File: src/rtl/core/rsmv_pkg.sv
// rsmv_pkg: shared types and constants of the resampling stereo mixer voice
// used by rsmv_mul, rsmv_ring and resampling_stereo_mixer_voice; no dependencies
`default_nettype none

package rsmv_pkg;

    localparam int RING_FRAMES_DEF   = 256;
    localparam int FRACTION_BITS_DEF = 12;

    localparam int FRAME_W   = 32;
    localparam int SAMPLE_W  = 16;
    localparam int RING_W    = 2 * SAMPLE_W;
    localparam int MIX_W     = 32;
    localparam int GAIN_W    = 15;
    localparam int STEP_W    = 16;
    localparam int MODE_W    = 3;
    localparam int CFG_IDX_W = 3;
    localparam int CFG_DATA_W = 32;

    localparam int MUL_A_W = 33;
    localparam int MUL_B_W = 17;
    localparam int MUL_P_W = MUL_A_W + MUL_B_W;

    localparam int SAMPLE_MAX = 32767;
    localparam int SAMPLE_MIN = -32768;
    localparam int FILL_AHEAD = 3;

    localparam logic [STEP_W-1:0]  STEP_RESET   = 16'd4096;
    localparam logic [GAIN_W-1:0]  GAIN_RESET   = 15'd4096;
    localparam logic [FRAME_W-1:0] LENGTH_RESET = 32'd1;

    typedef enum logic [MODE_W-1:0] {
        MODE_LOAD  = 3'd0,
        MODE_TICK  = 3'd1,
        MODE_PLAY  = 3'd2,
        MODE_PAUSE = 3'd3,
        MODE_STOP  = 3'd4
    } mode_t;

    typedef enum logic [CFG_IDX_W-1:0] {
        CFG_STEP_RATE     = 3'd0,
        CFG_LEFT_GAIN     = 3'd1,
        CFG_RIGHT_GAIN    = 3'd2,
        CFG_MASTER_GAIN   = 3'd3,
        CFG_LENGTH_FRAMES = 3'd4,
        CFG_LOOP_ENABLE   = 3'd5
    } cfg_idx_t;

    typedef enum logic [1:0] {
        PS_STOPPED = 2'd0,
        PS_PLAYING = 2'd1,
        PS_PAUSED  = 2'd2
    } play_state_t;

    typedef enum logic [2:0] {
        OP_IL = 3'd0,
        OP_IR = 3'd1,
        OP_GL = 3'd2,
        OP_GR = 3'd3,
        OP_ML = 3'd4,
        OP_MR = 3'd5
    } mul_op_t;

    typedef struct packed {
        logic    go;
        mul_op_t op;
    } mul_req_t;

    typedef struct packed {
        logic    done;
        mul_op_t op;
    } mul_rsp_t;

endpackage

`default_nettype wire

File: src/rtl/core/rsmv_mul.sv
// rsmv_mul: shared signed multiplier with registered product and floor shift
// the operation tag travels with the product; depends on rsmv_pkg
`default_nettype none

module rsmv_mul
    import rsmv_pkg::*;
#(
    parameter int FRACTION_BITS = FRACTION_BITS_DEF
) (
    input  wire logic                      aclk,
    input  wire logic                      aresetn,
    input  wire mul_req_t                  req,
    input  wire logic signed [MUL_A_W-1:0] op_a,
    input  wire logic signed [MUL_B_W-1:0] op_b,
    output mul_rsp_t                       rsp,
    output logic signed [MUL_P_W-1:0]      q
);

    logic signed [MUL_P_W-1:0] prod;
    mul_rsp_t                  rsp_reg;
    logic signed [MUL_P_W-1:0] q_reg;

    assign prod = op_a * op_b;

    always_ff @(posedge aclk) begin
        if (!aresetn) begin
            rsp_reg.done <= 1'b0;
            rsp_reg.op   <= OP_ML;
        end else begin
            rsp_reg.done <= req.go;
            rsp_reg.op   <= req.op;
        end
    end

    // floor shift of the product
    always_ff @(posedge aclk) begin
        q_reg <= prod >>> FRACTION_BITS;
    end

    assign rsp = rsp_reg;
    assign q   = q_reg;

endmodule

`default_nettype wire

File: config.mk
export PLATFORM = sky130hd
export DESIGN_NAME = rsmv_mul
export DESIGN_NICKNAME = d
export VERILOG_FILES = /design/src/rtl/core/rsmv_pkg.sv /design/src/rtl/core/rsmv_mul.sv
export SDC_FILE = /design/constraint.sdc
export NUM_CORES = 2
export LEC_CHECK = 0
export CAP_MARGIN = 20
export CORE_MARGIN = 4
export CORE_UTILIZATION = 40
export DETAILED_ROUTE_END_ITERATION = 8
export DONT_BUFFER_PORTS = 1
export GPL_TIMING_DRIVEN = 0
export SETUP_SLACK_MARGIN = 0.15
export SLEW_MARGIN = 30
export SYNTH_ARGS = -nofsm -noshare
export SYNTH_HDL_FRONTEND = slang
export SYNTH_SLANG_ARGS = --single-unit
File: constraint.sdc
create_clock -name aclk -period 23.8 [get_ports aclk]
set_clock_uncertainty 0.1 [all_clocks]
set_input_delay 5.95 -clock aclk [delete_from_list [all_inputs] [get_ports aclk]]
set_output_delay 5.95 -clock aclk [all_outputs]
set_load 0.005 [all_outputs]
# Yosys cells after proc, flatten, opt, wreduce, memory -nomap -nowiden

Index checks and enable logic that the tools add are counted.

Multiply operators: 1

Operators with widths:

| kind                                           | count |
|---|---|
| 33-bit by 17-bit multiplier with 50-bit output | 1 |

Output and inout port bits: 54
Register bits: 42

# Logic depth before layout (Yosys ltp)

Depth in word-level cells: 1
Mapped depth: 23
Gate-level depth less buffers: 22

# Worst setup path after synthesis

OpenSTA, ideal clock, no wires.

Kind: input to register
Start point: input op_a[10]
End point: register q_reg[32] (netlist: q[32])
Arrival time: 11.475 ns
Setup slack: 12.151 ns
Cell stages on the path: 20
Cells stage by stage: clkbuf_1 > nand2_1 > fa_1 > fa_1 > fa_1 > fa_1 > inv_1 > fa_1 > inv_1 > fa_1 > inv_1 > ha_1 > and4_4 > a41o_1 > a311o_1 > o21a_2 > o211ai_4 > nand3_2 > a2111o_1 > o211ai_2

Longest elaborated chain between the ends: 1

RTL lines:

| element                                        | RTL line       | RTL |
|---|---|---|
| from (decl)                                    | rsmv_mul.sv:13 | `input wire logic signed [MUL_A_W-1:0] op_a,` |
| 33-bit by 17-bit multiplier with 50-bit output | rsmv_mul.sv:23 | `assign prod = op_a * op_b;` |
| via prod[44]                                   | rsmv_mul.sv:19 | `logic signed [MUL_P_W-1:0] prod;` |
| to (signal assigned)                           | rsmv_mul.sv:37 | `q_reg <= prod >>> FRACTION_BITS;` |
| to (decl)                                      | rsmv_mul.sv:21 | `logic signed [MUL_P_W-1:0] q_reg;` |

The timed path passes the listed nets, and every way through them passes these cells.
A chain may end at the register's enable or synchronous reset.

# Worst setup path in the final report

Start point: input op_b[2]
End point: register q_reg[22] (netlist: q[22])

Longest elaborated chain between the ends: 1

RTL lines:

| element                                        | RTL line       | RTL |
|---|---|---|
| from (decl)                                    | rsmv_mul.sv:14 | `input wire logic signed [MUL_B_W-1:0] op_b,` |
| 33-bit by 17-bit multiplier with 50-bit output | rsmv_mul.sv:23 |  |
| via prod[34]                                   | rsmv_mul.sv:19 |  |

The timed path passes the listed nets, and every way through them passes these cells.

==> run_results.csv <==
group,metric,value,unit
drt,finalWirelength,57.14,mm
logic_synthesis,syn_area,19590,sq um
drt,drt_iter0_drc,916,
setup_path,required,23940,ps
die,row_count,80,
sta,finalSetupViolations,0,
setup_path,cp-start-kind,"input port",
cts,cts_setup_buffers,0,
setup_path,cpPeakStageDelay,650,ps
setup_path,critPathKind,"input port to flip-flop",
global_routing,first_global_vias,15610,
logic_synthesis,synth_edf_count,0,
logic_synthesis,ys_ff_latch,42,
setup_path,cp_top_family,"adder cells",
setup_path,crit_path_end_kind,"flip-flop",
drt,routed-via-count,13920,
placement,dpl.hpwl,48.52,mm
cts,numCtsBuffers,5,
sta,slew_headroom,30.29,%
cells_and_area,syn_to_final_growth,4.822,%
job,max_cap_viol_count,0,
global_routing,antenna_found_initial,2,
logic_synthesis,syn-mean-instance-area,9.346,sq um
sta,drv_slew,0,
global_routing,track_usage,22.77,%
cells_and_area,drive_gt1_share,1.997,%
placement,globalplace.congestion,0.9504,
placement,portBuffers,0,
sta,finalCritPeriodShare,53.03,%
die,initial_core_util,40.77,%
cts,cts_hold_buf,0,
hold_path,worstHoldPathCells,1,
cts,cts.root.buffer_cell,"clkbuf_16",
logic_synthesis,yosysSeqAreaShare,4.292,%
run_status,outcome,"finished, final reports clean",
global_routing,grt_start_max_net_pins,14,
global_routing,overflow,0,
cts,cts_resized,0,
drt,drc,0,
logic_synthesis,ys.flop_type,"dfxtp_1",
die,coreArea,48050,sq um
sta,setup_tns,0,ps
cells_and_area,largest_reg_flops,38,
hold_path,min_from,"aresetn",
cells_and_area,nets,2807,
drt,post_drt_via_cell_ratio,5.119,
die,die-area,52580,sq um
sta,min_period,12620,ps
cts,cts.path.max_buffers,2,
placement,dpl_cell_area,20360,sq um
drt,dr.pass1.iters,5,
logic_synthesis,synthCells,2096,
die,boundaryPins,110,
setup_path,crit_buf_inv,4,
logic_synthesis,yosys_warnings,0,
logic_synthesis,synth.distinct_cells,55,
hold_path,hold_path_end,"rsp[2]$_SDFF_PN1_",
drt,ant_nets,0,
sta,finalHoldViolCount,0,
cts,clkSinkCount,42,
setup_path,crit_arrival,12760,ps
setup_path,cp_cell_sequence,"clkbuf_1 -> nand2_1 -> fa_1 -> fa_1 -> fa_1 -> inv_1 -> fa_1 -> fa_1 -> inv_1 -> fa_1 -> inv_1 -> ha_1 -> and2_1 -> a41o_1 -> a311o_1 -> o21ai_0 -> and3_1 -> o21ai_0 -> a21oi_1 -> xnor2_1",
hold_path,worstHoldPathType,"input port to flip-flop",
setup_path,path_common_cell,"fa_1",
sta,grt_setup_unrepaired,"no",
die,die_h,229.3,um
cells_and_area,fin_area,20530,sq um
cts,htree_levels,2,
drt,wire_per_inst,21.01,um
logic_synthesis,syn_nets,2800,
cts,cts_tree,"done",
die,die_w,229.3,um
sta,tightest_slew,1046,ps
setup_path,cpMaxStageDelayCell,"clkbuf_1",
logic_synthesis,async_reset_ff_share,0,%
cts,clkTransAtPathRegs,70,ps
global_routing,grt_pass1_wl,90.79,mm
sta,max_freq,79.23,MHz
setup_path,cp_max_fo,10,
==> worst max path at each step <==
| stage | startpoint | to | slack (ps) | cells past startpoint |
|---|---|---|---|---|
| 6_report | op_b[2] | q[22]$_DFF_P_ | 11180 | 20 |
| 5_1_grt | op_b[2] | q[20]$_DFF_P_ | 10870 | 20 |
| 4_1_cts | op_b[2] | q[20]$_DFF_P_ | 11200 | 20 |
| 3_5_place_dp | op_b[16] | q[20]$_DFF_P_ | 10860 | 20 |
| 3_3_place_gp | op_b[2] | q[22]$_DFF_P_ | 10870 | 20 |
| 2_1_floorplan | op_a[10] | q[32]$_DFF_P_ | 12150 | 20 |
==> cells in the mapped netlist (2+ instances only) <==
master	count	share of area, %
a221oi_2	2	0.15
o211ai_1	2	0.077
a211oi_1	5	0.19
o22ai_1	3	0.096
fa_1	535	55
nand2b_1	9	0.29
nor2_1	45	0.86
xor2_1	11	0.49
buf_4	12	0.46
a2111oi_0	3	0.13
and2_1	239	7.6
o21ai_0	22	0.56
and3_2	3	0.11
dfxtp_1	42	4.3
and2_2	3	0.11
nand4_1	4	0.13
nor4_1	2	0.064
clkbuf_1	86	1.6
o2111ai_1	2	0.089
xnor2_1	31	1.4
nor3_1	6	0.15
nor2b_1	3	0.096
inv_1	502	9.6
or2_2	3	0.096
and4_1	2	0.089
nand3_1	5	0.13
o21a_1	6	0.23
ha_1	113	7.2
a31oi_1	5	0.16
a21o_1	9	0.34
a21o_2	2	0.089
a21oi_1	35	0.89
and3_1	7	0.22
nand2_1	312	6.0
o21bai_1	5	0.19
==> metrics by stage <==
stage	utilization, %	worst slack, ps	hold slack [ps]	instances
2_1_floorplan	-	12150	5923	2096
3_3_place_gp	42.38	10870	5927	2711
3_5_place_dp	42.38	10860	5945	2711
4_1_cts	42.73	11200	5587	2718
5_1_grt	42.73	10870	5617	2718
6_report	42.74	11180	5600	2720
==> logic make-up (layout without fill, tap and decap cells) <==
| group | Yosys count | count (layout) | share of synthesized area, % |
|---|---|---|---|
| fa+ha+maj | 648 | 648 | 61.89 |
| xor+xnor | 42 | 42 | 1.878 |
| other cells | 0 | 2 | 0 |
| buf+inv | 601 | 608 | 11.75 |
| compound gates | 115 | 115 | 4.018 |
| flops | 42 | 42 | 4.292 |
| simple gates | 648 | 648 | 16.18 |
==> area by class of cell <==
class                      instances  area [sq um]
buffer                            98         414.1
tap                              615         769.5
antenna                            2         5.005
clock buffer                       6         138.9
fill                            4758         27510
clock inverter                     1         30.03
multi-input combinational       1453         16450
inverter                         503          1888
sequential                        42         840.8
==> layout by cell type (no fill, tap or decap), types with 4 or more instances in the layout <==
cell type and instances:
and2_1 239, clkbuf_1 85, nand3_1 5, nand2_1 312, nand4_1 4, inv_1 502
o21bai_1 5, dfxtp_1 42, ha_1 113, a211oi_1 5, nor3_1 6, o21ai_0 22
a21oi_1 35, nor2_1 45, clkbuf_16 5, fa_1 535, nand2b_1 9, and3_1 7
o21a_1 6, xnor2_1 31, a21o_1 9, a31oi_1 5, buf_4 12, xor2_1 11
==> routing by layer <==
metal	GRT usage, %	up-vias	wire, um
li1	-	6053	-
met1	28.05	7188	21900
met2	37.67	549	27150
met3	6.188	131	4862
met4	10.06	2	3218
met5	0	-	12
Power is left out: the tool's default activity adds up to more than one toggle a clock period on the data nets, which glitch-free logic cannot reach.
